===== src/sv/bse_pkg.sv =====
// Package of the boot serial extractor: word types, control encodings,
// the match key and the byte classification used by the core.
// No dependencies.
package bse_pkg;

  // Word carried by the input channel.
  typedef struct packed {
    logic [7:0] data_byte;
    logic       end_of_data;
  } in_word_t;

  // Word carried by the result channel.
  typedef struct packed {
    logic [7:0] serial_char;
    logic       serial_empty;
    logic       truncated;
    logic       last_char;
  } out_word_t;

  // Scan phase of the current data set.
  typedef enum logic [2:0] {
    PH_SEARCH  = 3'b001,
    PH_COLLECT = 3'b010,
    PH_DONE    = 3'b100
  } phase_e;

  // Control of the core: scanning input, reading the store, presenting a result.
  typedef enum logic [2:0] {
    ST_SCAN = 3'b001,
    ST_READ = 3'b010,
    ST_OUT  = 3'b100
  } ctrl_e;

  typedef struct packed {
    logic       term;  // ends the serial
    logic       sep;   // path separator, restarts the segment
    logic       keep;  // letter or digit
    logic [7:0] ch;    // upper-case form of a kept byte
  } byte_class_t;

  localparam logic [2:0] KeyLen    = 3'd6;
  localparam logic [7:0] CharC     = 8'h63;
  localparam logic [7:0] CharCr    = 8'h0d;
  localparam logic [7:0] CharLf    = 8'h0a;
  localparam logic [7:0] CharSemi  = 8'h3b;
  localparam logic [7:0] CharNul   = 8'h00;
  localparam logic [7:0] CharBslsh = 8'h5c;
  localparam logic [7:0] CharSlash = 8'h2f;
  localparam logic [7:0] CaseShift = 8'h20;

  // Bytes of the key "cdrom:".
  function automatic logic [7:0] key_byte(logic [2:0] idx);
    logic [7:0] b;
    case (idx)
      3'd0: b = 8'h63;
      3'd1: b = 8'h64;
      3'd2: b = 8'h72;
      3'd3: b = 8'h6f;
      3'd4: b = 8'h6d;
      3'd5: b = 8'h3a;
      default: b = 8'h00;
    endcase
    return b;
  endfunction

  function automatic byte_class_t classify(logic [7:0] b);
    byte_class_t c;
    c.term = (b inside {CharCr, CharLf, CharSemi, CharNul});
    c.sep  = (b == CharBslsh) || (b == CharSlash);
    c.keep = 1'b0;
    c.ch   = b;
    if (b inside {[8'h61:8'h7a]}) begin
      c.keep = 1'b1;
      c.ch   = b - CaseShift;
    end else if (b inside {[8'h41:8'h5a], [8'h30:8'h39]}) begin
      c.keep = 1'b1;
    end
    return c;
  endfunction

endpackage


===== src/sv/bse_stream_if.sv =====
// Valid/ready channel of the boot serial extractor, one word per handshake.
// The word type is given by the instantiating level, usually from bse_pkg.
interface bse_stream_if #(
  parameter type T = logic [7:0]
) ();
  logic valid;
  logic ready;
  T     data;

  modport source (output valid, output data, input ready);
  modport sink   (input valid, input data, output ready);
endinterface


===== src/sv/bse_serial_store.sv =====
// Character store of the boot serial extractor: one write port and one read
// port with registered read data. No package dependency.
module bse_serial_store #(
  parameter int Depth = 16,
  parameter int Aw    = 4
) (
  input  logic          clk_i,
  input  logic          wr_en_i,
  input  logic [Aw-1:0] wr_addr_i,
  input  logic [7:0]    wr_data_i,
  input  logic          rd_en_i,
  input  logic [Aw-1:0] rd_addr_i,
  output logic [7:0]    rd_data_o
);

  logic [7:0] mem_q [Depth];
  logic [7:0] rd_data_q;

  always_ff @(posedge clk_i) begin
    if (wr_en_i) begin
      mem_q[wr_addr_i] <= wr_data_i;
    end
    if (rd_en_i) begin
      rd_data_q <= mem_q[rd_addr_i];
    end
  end

  assign rd_data_o = rd_data_q;

endmodule


===== src/sv/boot_serial_extractor_core.sv =====
// Boot serial extractor: scans a data set for "cdrom:", keeps the upper-cased
// letters and digits of the last path segment that follows, and returns them one
// result word per character. Input bytes are taken at one per cycle while
// scanning. When a run is due the input is held off while the store drains: each
// character is read from the store, then presented as a result until taken, an
// order set by the single read port of the store; an empty run skips the read.
// Depends on bse_pkg, bse_stream_if and bse_serial_store.
module boot_serial_extractor_core
  import bse_pkg::*;
#(
  parameter int MAX_SERIAL_CHARS = 16
) (
  input  logic         clk_i,
  input  logic         rst_ni,
  bse_stream_if.sink   in_i,
  bse_stream_if.source out_o
);

  localparam int Lw = $clog2(MAX_SERIAL_CHARS + 1);
  localparam int Aw = (MAX_SERIAL_CHARS > 1) ? $clog2(MAX_SERIAL_CHARS) : 1;
  localparam logic [Lw-1:0] MaxLen = Lw'(MAX_SERIAL_CHARS);

  ctrl_e         state_q, state_d;
  phase_e        phase_q, phase_d;
  logic [2:0]    match_q, match_d;
  logic [Lw-1:0] len_q, len_d;
  logic          ovf_q, ovf_d;
  logic          clr_pend_q, clr_pend_d;
  logic          empty_q, empty_d;
  logic [Aw-1:0] idx_q, idx_d;

  logic          in_fire, out_fire, emit, wr_en, rd_en, is_last;
  logic [2:0]    match_nx;
  logic [7:0]    rd_data;
  byte_class_t   cls;

  assign in_i.ready = (state_q == ST_SCAN);
  assign in_fire    = in_i.valid && in_i.ready;
  assign out_fire   = out_o.valid && out_o.ready;
  assign cls        = classify(in_i.data.data_byte);
  assign rd_en      = (state_q == ST_READ);
  assign is_last    = empty_q || ((Lw'(idx_q) + Lw'(1)) == len_q);

  always_comb begin
    if ((match_q < KeyLen) && (in_i.data.data_byte == key_byte(match_q))) begin
      match_nx = match_q + 3'd1;
    end else begin
      match_nx = (in_i.data.data_byte == CharC) ? 3'd1 : 3'd0;
    end
  end

  always_comb begin
    state_d    = state_q;
    phase_d    = phase_q;
    match_d    = match_q;
    len_d      = len_q;
    ovf_d      = ovf_q;
    clr_pend_d = clr_pend_q;
    empty_d    = empty_q;
    idx_d      = idx_q;
    emit       = 1'b0;
    wr_en      = 1'b0;

    case (state_q)
      ST_SCAN: begin
        if (in_fire) begin
          case (phase_q)
            PH_SEARCH: begin
              if (match_nx == KeyLen) begin
                match_d = 3'd0;
                phase_d = PH_COLLECT;
                len_d   = '0;
                ovf_d   = 1'b0;
              end else begin
                match_d = match_nx;
              end
              emit = in_i.data.end_of_data;
            end
            PH_COLLECT: begin
              if (cls.term) begin
                emit    = 1'b1;
                phase_d = PH_DONE;
              end else begin
                if (cls.sep) begin
                  len_d = '0;
                  ovf_d = 1'b0;
                end else if (cls.keep) begin
                  if (len_q < MaxLen) begin
                    wr_en = 1'b1;
                    len_d = len_q + Lw'(1);
                  end else begin
                    ovf_d = 1'b1;
                  end
                end
                emit = in_i.data.end_of_data;
              end
            end
            default: ;
          endcase

          if (emit) begin
            // The set is cleared only once the run has been delivered.
            clr_pend_d = in_i.data.end_of_data;
            idx_d      = '0;
            empty_d    = (len_d == '0);
            state_d    = (len_d == '0) ? ST_OUT : ST_READ;
          end else if (in_i.data.end_of_data) begin
            phase_d = PH_SEARCH;
            match_d = 3'd0;
            len_d   = '0;
            ovf_d   = 1'b0;
          end
        end
      end
      ST_READ: begin
        state_d = ST_OUT;
      end
      ST_OUT: begin
        if (out_fire) begin
          if (is_last) begin
            state_d = ST_SCAN;
            if (clr_pend_q) begin
              phase_d    = PH_SEARCH;
              match_d    = 3'd0;
              len_d      = '0;
              ovf_d      = 1'b0;
              clr_pend_d = 1'b0;
            end
          end else begin
            idx_d   = idx_q + Aw'(1);
            state_d = ST_READ;
          end
        end
      end
      default: begin
        state_d = ST_SCAN;
      end
    endcase
  end

  always_ff @(posedge clk_i or negedge rst_ni) begin
    if (!rst_ni) begin
      state_q    <= ST_SCAN;
      phase_q    <= PH_SEARCH;
      match_q    <= 3'd0;
      len_q      <= '0;
      ovf_q      <= 1'b0;
      clr_pend_q <= 1'b0;
      empty_q    <= 1'b0;
      idx_q      <= '0;
    end else begin
      state_q    <= state_d;
      phase_q    <= phase_d;
      match_q    <= match_d;
      len_q      <= len_d;
      ovf_q      <= ovf_d;
      clr_pend_q <= clr_pend_d;
      empty_q    <= empty_d;
      idx_q      <= idx_d;
    end
  end

  // Writes land while scanning and reads happen only after the input is held
  // off, so an entry is never read in the cycle it is written.
  bse_serial_store #(
    .Depth(MAX_SERIAL_CHARS),
    .Aw   (Aw)
  ) u_store (
    .clk_i    (clk_i),
    .wr_en_i  (wr_en),
    .wr_addr_i(len_q[Aw-1:0]),
    .wr_data_i(cls.ch),
    .rd_en_i  (rd_en),
    .rd_addr_i(idx_q),
    .rd_data_o(rd_data)
  );

  assign out_o.valid             = (state_q == ST_OUT);
  assign out_o.data.serial_char  = empty_q ? 8'h00 : rd_data;
  assign out_o.data.serial_empty = empty_q;
  assign out_o.data.truncated    = empty_q ? 1'b0 : ovf_q;
  assign out_o.data.last_char    = is_last;

  a_no_overlap: assert property (@(posedge clk_i) disable iff (!rst_ni)
    !(in_i.ready && out_o.valid))
    else $error("input taken while a result word is pending");

  a_nonempty_has_len: assert property (@(posedge clk_i) disable iff (!rst_ni)
    (out_o.valid && !out_o.data.serial_empty) |-> (len_q != '0))
    else $error("character word presented with an empty store");

  a_write_in_range: assert property (@(posedge clk_i) disable iff (!rst_ni)
    wr_en |-> (len_q < MaxLen))
    else $error("store written beyond its depth");

  a_resume_after_run: assert property (@(posedge clk_i) disable iff (!rst_ni)
    (out_fire && out_o.data.last_char) |=> in_i.ready)
    else $error("input not resumed after the final word of a run");

endmodule


===== src/flat_wrapper.sv =====
// flat-port wrapper written by rule: the top's interface ports become plain ports
module boot_serial_extractor_core_flat import bse_pkg::*;
#(
  parameter int MAX_SERIAL_CHARS = 16
)
  (clk_i, rst_ni, in_i_valid, in_i_data, in_i_ready, out_o_valid, out_o_data, out_o_ready);
  bse_stream_if #(.T(in_word_t)) in_i_i ();
  bse_stream_if #(.T(out_word_t)) out_o_i ();
  input  logic clk_i;
  input  logic rst_ni;
  input wire logic [$bits(in_i_i.valid)-1:0] in_i_valid;
  input wire logic [$bits(in_i_i.data)-1:0] in_i_data;
  output wire logic [$bits(in_i_i.ready)-1:0] in_i_ready;
  output wire logic [$bits(out_o_i.valid)-1:0] out_o_valid;
  output wire logic [$bits(out_o_i.data)-1:0] out_o_data;
  input wire logic [$bits(out_o_i.ready)-1:0] out_o_ready;
  assign in_i_i.valid = in_i_valid;
  assign in_i_i.data = in_i_data;
  assign in_i_ready = in_i_i.ready;
  assign out_o_valid = out_o_i.valid;
  assign out_o_data = out_o_i.data;
  assign out_o_i.ready = out_o_ready;
  boot_serial_extractor_core #(.MAX_SERIAL_CHARS(MAX_SERIAL_CHARS)) u_core (.clk_i(clk_i), .rst_ni(rst_ni), .in_i(in_i_i), .out_o(out_o_i));
endmodule

===== config.mk =====
export PLATFORM = sky130hd
export DESIGN_NAME = boot_serial_extractor_core_flat
export DESIGN_NICKNAME = d
export VERILOG_FILES = /design/src/sv/bse_pkg.sv /design/src/sv/bse_stream_if.sv /design/src/sv/bse_serial_store.sv /design/src/sv/boot_serial_extractor_core.sv /design/src/flat_wrapper.sv
export SDC_FILE = /design/constraint.sdc
export NUM_CORES = 1
export LEC_CHECK = 0
export ABC_AREA = 1
export BUFFER_PORTS_ARGS = -buffer_cell sky130_fd_sc_hd__buf_2
export CORE_MARGIN = 5
export CORE_UTILIZATION = 45
export CTS_BUF_LIST = sky130_fd_sc_hd__clkbuf_2 sky130_fd_sc_hd__clkbuf_4 sky130_fd_sc_hd__clkbuf_8
export DETAILED_ROUTE_END_ITERATION = 10
export PLACE_DENSITY = 0.69
export SKIP_LAST_GASP = 1
export SLEW_MARGIN = 20
export SYNTH_ARGS = -nofsm -noshare
export SYNTH_HDL_FRONTEND = slang
export SYNTH_SLANG_ARGS = --single-unit
export TNS_END_PERCENT = 30

===== constraint.sdc =====
create_clock -name clk_i -period 2.27 [get_ports clk_i]
set_input_delay 0.1135 -clock clk_i [delete_from_list [all_inputs] [get_ports clk_i]]
set_output_delay 0.1135 -clock clk_i [all_outputs]
set_load 0.01 [all_outputs]

==> impl_metrics.py, run 1 <==
metrics = {
    "routing": {
        "wl_per_cell_um": 18.24,
        "drt_pass1_iterations": 5,
        "drc": 0,
        "drtIter0Drc": 515,
        "vias": 5567,
        "totalWireLength_um": 18420,
        "final_antenna_net_count": 0,
        "via_per_inst": 5.512,
    },
    "clocking": {
        "clk_latency_ps": 440,
        "h-tree-depth": 4,
        "cts-root-buf": "clkbuf_8",
        "ctsLongestPathBuffers": 2,
        "clkSlewWorstSetupHoldPaths_ps": 90,
        "clock-sinks": 157,
        "cts_tree": "done",
        "cts_buffers": 17,
    },
    "timing": {
        "slew_viol_final": 0,
        "fin_crit_ps": 2433,
        "fin_ws_ps": -163.2,
        "rsz0062_at_grt": "true",
        "fin_setup_tns_ps": -1262,
        "worstMarginPinSlew_ps": 616.0,
        "slew_headroom_pct": 58.93,
        "fin_crit_sh_pct": 107.2,
        "finalSetupViolations": 12,
        "hold_viol_final": 0,
        "timing.hold.ws_ps": 153.6,
        "fin_skew_ps": 16.14,
        "fmax_mhz": 411.0,
    },
    "layout": {
        "final_common_cell": "edfxtp_1",
        "antennaDiodeCount": 0,
        "fin_nets": 803,
        "final_util_pct": 56.23,
        "drive_above_1_share_pct": 28.99,
        "area_delta_synth_final_pct": 24.31,
        "final_cell_mix": "edfxtp_1 (136), nor2_1 (82), nand2_1 (71)",
    },
    "synthesis": {
        "synth_cell_types": 45,
        "yosysSeqAreaShare_pct": 62.15,
        "yosys_warnings": 0,
        "ys.flop_type": "edfxtp_1",
        "synth-edff-count": 136,
        "syn_area_um2": 7421,
        "synthArstFlopShare_pct": 13.38,
        "syn_nets": 703,
        "synthesis.instances": 677,
        "synth_area_per_cell_um2": 10.96,
        "ys_ff_latch": 157,
    },
    "global_routing": {
        "antenna_found_initial": 0,
        "grt_pass1_wl_um": 29200,
        "grt_overflow": 0,
        "grt_max_degree": 66,
        "grt_use_total_pct": 19.28,
        "grt_pass1_vias": 5470,
    },
    "die": {
        "die_w_um": 138.4,
        "die_h_um": 138.4,
        "coreArea_um2": 16410,
        "ios": 26,
        "dieArea_um2": 19160,
        "initial_core_util_pct": 45.23,
        "fp-row-count": 47,
    },
    "critical_path": {
        "crit_path_max_fanout": 4,
        "reg2reg_slack_ps": -160,
        "path_class": "reg -> reg",
        "startpoint": "u_core.match_q[0]$_DFFE_PN0P_",
        "worstPathCellList": "ha_4, ha_4, inv_4, nand3_2, nand2_2, nand2_2, nor2_4, nand2_2, nor2_4, nand4_4, buf_4, buf_6, buf_6, buf_6, nor2_4, nand2_2, o21ai_2, o21ai_1, o21ai_1",
        "r2r_cells": 19,
        "cp.arrival_ps": 2810,
        "slowest_delay_ps": 480,
        "crit_slowest_cell": "dfrtp_2",
        "critical_path.endpoint": "u_core.phase_q[1]$_DFFE_PN0P_",
        "end_kind": "flop",
        "cp_common_cell": "nand2_2",
        "crit_required_ps": 2650,
        "reg2reg_from": "u_core.match_q[0]$_DFFE_PN0P_",
        "rr_endpoint": "u_core.phase_q[1]$_DFFE_PN0P_",
        "start_kind": "flop",
    },
    "run_status": {
        "violations": "negative setup slack",
        "status": "finished with violations",
    },
    "place": {
        "post-dp-hpwl_um": 12290,
        "place_ws_ps": -162.8,
        "place_congestion": 0.9941,
        "portBuffers": 25,
    },
    "min_path": {
        "worstHoldPathType": "in -> reg",
        "hold_start": "in_i_data[4]",
    },
    "power_and_ir_drop": {
        "p_leak_nw": 3.370,
        "seq_power_share_pct": 39.0,
        "p_sw_mw": 3.397,
        "p_per_area_nw_per_um2": 968.5,
        "swShare_pct": 38.02,
        "intPower_mw": 5.538,
        "combPwrFrac_pct": 38.2,
        "ir_worst_vdd_uv": 667.4,
        "clockPowerShare_pct": 22.7,
    },
    "job": {
        "cap_viol_max_count": 0,
    },
}
## power by group through the flow
| stage | clock network, mW | logic [mW] | registers [mW] |
|---|---|---|---|
| 2_1_floorplan | 0 | 2.14 | 3.49 |
| 3_3_place_gp | 0 | 2.99 | 3.52 |
| 3_5_place_dp | 0 | 3.08 | 3.53 |
| 4_1_cts | 2.07 | 3.19 | 3.48 |
| 5_1_grt | 2.20 | 3.76 | 3.51 |
| 6_report | 2.03 | 3.41 | 3.49 |
## registers in the layout, summed over array words and instances (netlist names)
register and flops:
u_core.u_store.mem_q 128, u_core.phase_q 3, u_core.empty_q 1, u_core.len_q 5, u_core.ovf_q 1, u_core.match_q 3, u_core.state_q 3, u_core.u_store.rd_data_o 8
u_core.clr_pend_q 1, u_core.idx_q 4
## layer usage
metal,up-vias,global-route usage [%],routed length (µm)
li1,2636,-,-
met1,2699,25.51,7846
met2,195,31.83,9172
met3,37,3.453,866
met4,0,7.488,535
met5,-,0,0
## cell families after synthesis
kind of cell,Yosys count,synth area share [%]
buf+inv,90,4.721
compound gates,130,11.23
xor+xnor,4,0.4722
flops,157,62.15
mux,23,3.102
simple gates,260,16.14
fa+ha+maj,13,2.192
## Yosys cell counts, types with 9 or more instances
master / n / area [µm²]
clkbuf_1: 20 / 75.07
o21ai_0: 55 / 275.3
o221ai_1: 24 / 210.2
o211ai_1: 9 / 67.56
mux2i_1: 23 / 230.2
nand3_1: 37 / 185.2
nor2_1: 97 / 364.1
edfxtp_1: 136 / 4084
dfrtp_1: 19 / 475.5
nand2_1: 86 / 322.8
ha_1: 13 / 162.7
a21oi_1: 14 / 70.07
inv_1: 52 / 195.2
## worst max-delay path, delay by kind of cell, from the launching register on
family | cells | cell delay, ps
adders and majority gates | 2 | 360
AOI/OAI and AO/OA | 3 | 210
and+or+nand+nor | 9 | 750
buffers and inverters | 5 | 540
DFF | 1 | 480
## metrics by stage
| stage | cell area [µm²] | std cells | total power [mW] |
|---|---|---|---|
| floorplan | 7540 | 677 | 5.632 |
| global placement | 8492 | 965 | 6.510 |
| detailed placement | 8492 | 965 | 6.610 |
| CTS | 9047 | 1005 | 8.736 |
| global route | 9225 | 1010 | 9.474 |
| finish | 9225 | 1010 | 8.934 |
## how the worst min path moves through the flow
stage	endpoint	slack [ps]	depth (start not counted)
finish	u_core.u_store.mem_q[6][3]$_DFFE_PP_	150	2
global route	u_core.u_store.mem_q[5][2]$_DFFE_PP_	100	2
CTS	u_core.u_store.mem_q[5][2]$_DFFE_PP_	110	2
detailed placement	u_core.idx_q[1]$_DFFE_PN0P_	110	1
global placement	u_core.idx_q[1]$_DFFE_PN0P_	100	1
floorplan	u_core.clr_pend_q$_DFFE_PN0P_	-180	0
## timing repair
| item | 4_1_cts | 5_1_grt |
|---|---|---|
| hold buffers | 2 | 0 |
| endpoints found under the hold margin | 22 | 0 |
| setup buffers | 6 | 7 |
| gates resized for setup | 23 | 46 |
| setup endpoints to repair | 106 | 133 |
| pin swaps | 9 | 20 |
## area by class of cell
type                       count  area [µm²]
sequential                   157        4616
tap                          220       275.3
inverter                      63       245.2
timing repair buffer         108       925.9
clock buffer                  18       241.5
fill                        1343        7182
multi-input combinational    430        2778
clock inverter                14       143.9
No activity file was read; power rests on OpenSTA's default activity.
==> inputs of run 2 (changes only) <==
--- a/config.mk
+++ b/config.mk
@@ -9,8 +9,9 @@
 export BUFFER_PORTS_ARGS = -buffer_cell sky130_fd_sc_hd__buf_2
 export CORE_MARGIN = 5
 export CORE_UTILIZATION = 45
-export CTS_BUF_LIST = sky130_fd_sc_hd__clkbuf_2 sky130_fd_sc_hd__clkbuf_4 sky130_fd_sc_hd__clkbuf_8
+export CTS_BUF_LIST = sky130_fd_sc_hd__clkbuf_16
 export DETAILED_ROUTE_END_ITERATION = 10
+export MAX_ROUTING_LAYER = met4
 export PLACE_DENSITY = 0.69
 export SKIP_LAST_GASP = 1
 export SLEW_MARGIN = 20
==> impl_metrics.py, run 2 (synthesized netlist as in run 1, its figures left out) <==
metrics = {
    "run_status": {
        "status": "finished with violations",
        "violations": "negative setup slack",
    },
    "die": {
        "dieArea_um2": 19160,
        "ios": 26,
        "die_h_um": 138.4,
        "die_w_um": 138.4,
        "coreArea_um2": 16410,
        "initial_core_util_pct": 45.23,
        "fp-row-count": 47,
    },
    "place": {
        "place_congestion": 1.001,
        "placed_area_um2": 8552,
        "portBuffers": 25,
        "post-dp-hpwl_um": 12140,
    },
    "timing": {
        "fin_crit_ps": 2413,
        "fin_skew_ps": 10.76,
        "finalSetupViolations": 10,
        "worstMarginPinSlew_ps": 505.0,
        "rsz0062_at_grt": "true",
        "slew_headroom_pct": 66.33,
        "slew_viol_final": 0,
        "fin_crit_sh_pct": 106.3,
        "hold_viol_final": 0,
        "fmax_mhz": 414.5,
        "fin_ws_ps": -142.5,
        "timing.hold.ws_ps": 169.9,
    },
    "critical_path": {
        "slowest_delay_ps": 450,
        "start_kind": "flop",
        "reg2reg_slack_ps": -140,
        "startpoint": "u_core.match_q[1]$_DFFE_PN0P_",
        "crit_slowest_cell": "dfrtp_2",
        "crit_required_ps": 2620,
        "reg2reg_from": "u_core.match_q[1]$_DFFE_PN0P_",
        "worstPathCellList": "ha_4, ha_4, inv_6, buf_4, nand4_1, nand2_2, nor2_4, nand2_2, nor2_4, nand4_4, o21bai_4, nand2_4, nand2_2, nand2_4, nor2_4, nand4_1, a21oi_2",
        "r2r_cells": 17,
        "path_class": "reg -> reg",
        "crit_path_max_fanout": 4,
        "end_kind": "flop",
        "cp.arrival_ps": 2760,
        "rr_endpoint": "u_core.state_q[2]$_DFFE_PN0P_",
    },
    "clocking": {
        "clkSlewWorstSetupHoldPaths_ps": 70,
        "cts-root-buf": "clkbuf_16",
        "clk_latency_ps": 420,
        "clock-sinks": 157,
        "cts_tree": "done",
        "h-tree-depth": 4,
        "cts_buffers": 17,
        "ctsLongestPathBuffers": 2,
    },
    "power_and_ir_drop": {
        "p_per_area_nw_per_um2": 1038,
        "p_sw_mw": 3.465,
        "p_leak_nw": 3.520,
        "p_total_mw": 9.805,
        "intPower_mw": 6.341,
        "seq_power_share_pct": 35.7,
        "swShare_pct": 35.33,
        "clockPowerShare_pct": 29.1,
        "ir_worst_vdd_uv": 619.4,
        "combPwrFrac_pct": 35.2,
    },
    "routing": {
        "drtIter0Drc": 436,
        "vias": 5492,
        "drc": 0,
        "via_per_inst": 5.432,
        "drt_pass1_iterations": 5,
        "wl_per_cell_um": 18.00,
        "totalWireLength_um": 18200,
        "final_antenna_net_count": 0,
    },
    "layout": {
        "drive_above_1_share_pct": 27.56,
        "final_cell_mix": "edfxtp_1 (136), nor2_1 (84), nand2_1 (71)",
        "design_area_um2": 9445,
        "area_delta_synth_final_pct": 27.28,
        "fin_nets": 804,
        "antennaDiodeCount": 0,
        "final_common_cell": "edfxtp_1",
        "top_register": "u_core.u_store.mem_q",
        "largest_reg_flops": 128,
    },
    "job": {
        "cap_viol_max_count": 0,
    },
    "global_routing": {
        "antenna_found_initial": 0,
        "grt_use_total_pct": 19.68,
        "grt_pass1_vias": 5577,
        "grt_max_degree": 67,
        "grt_pass1_wl_um": 28900,
        "grt_overflow": 0,
    },
    "min_path": {
        "hold_start": "in_i_data[3]",
        "min_delay_path_depth": 2,
        "min_to": "u_core.u_store.mem_q[4][2]$_DFFE_PP_",
        "worstHoldPathType": "in -> reg",
    },
}
==> run 2: final cells by class <==
type / instances / area (µm²)
clock buffer: 17 / 425.4
sequential: 157 / 4616
inverter: 63 / 251.5
tap: 220 / 275.3
timing repair buffer: 108 / 959.7
multi-input combinational: 430 / 2741
clock inverter: 15 / 171.4
timing repair inverter: 1 / 5.005
fill: 1300 / 6962
==> run 2: worst max-delay path: cells and delay by family (launching register included) <==
family	cells	cell delay (ps)
buf+inv	2	180
simple gates	11	1000
flops	1	450
fa+ha+maj	2	340
compound gates	2	350
==> run 2: worst max-delay path by stage <==
| stage | end | cells after the start | slack (ps) |
|---|---|---|---|
| floorplan | u_core.state_q[1]$_DFFE_PN0P_ | 18 | -30 |
| global placement | u_core.state_q[1]$_DFFE_PN0P_ | 18 | -120 |
| detailed placement | u_core.state_q[1]$_DFFE_PN0P_ | 18 | -150 |
| CTS | u_core.state_q[2]$_DFFE_PN0P_ | 17 | -60 |
| global route | u_core.state_q[1]$_DFFE_PN0P_ | 17 | -310 |
| finish | u_core.state_q[2]$_DFFE_PN0P_ | 17 | -140 |
==> run 2: timing repair <==
item | 4_1_cts | 5_1_grt
resized for setup | 21 | 34
endpoints found under the setup margin | 48 | 115
pin swaps | 6 | 12
hold endpoints to repair | 22 | 0
hold buffers | 2 | 0
setup buffers | 3 | 5
gates cloned | 0 | 1
==> run 2: metrics by stage <==
step / cells / setup slack (ps) / utilization [%] / TNS (ps)
after floorplan: 677 / -33.13 / - / -33.13
after global placement: 968 / -117.3 / 52.12 / -866.8
after detailed placement: 968 / -147.4 / 52.12 / -1922
after CTS: 1005 / -56.83 / 56.59 / -518.5
after global routing: 1011 / -312.2 / 57.57 / -3184
final: 1011 / -142.5 / 57.57 / -880.6
==> run 2: routing by layer <==
metal  global-route usage (%)  wire, µm
met1                    24.33      7841
met2                    31.99      9144
met3                    3.419       723
met4                    8.580       488
met5                        -         0
==> run 2: power groups by stage <==
stage	Sequential [mW]	Clock, mW	Combinational, mW
after CTS	3.49	2.89	3.22
after global routing	3.52	3.02	3.77
after detailed placement	3.53	0	3.13
after floorplan	3.49	0	2.14
final	3.50	2.85	3.45
after global placement	3.52	0	3.05
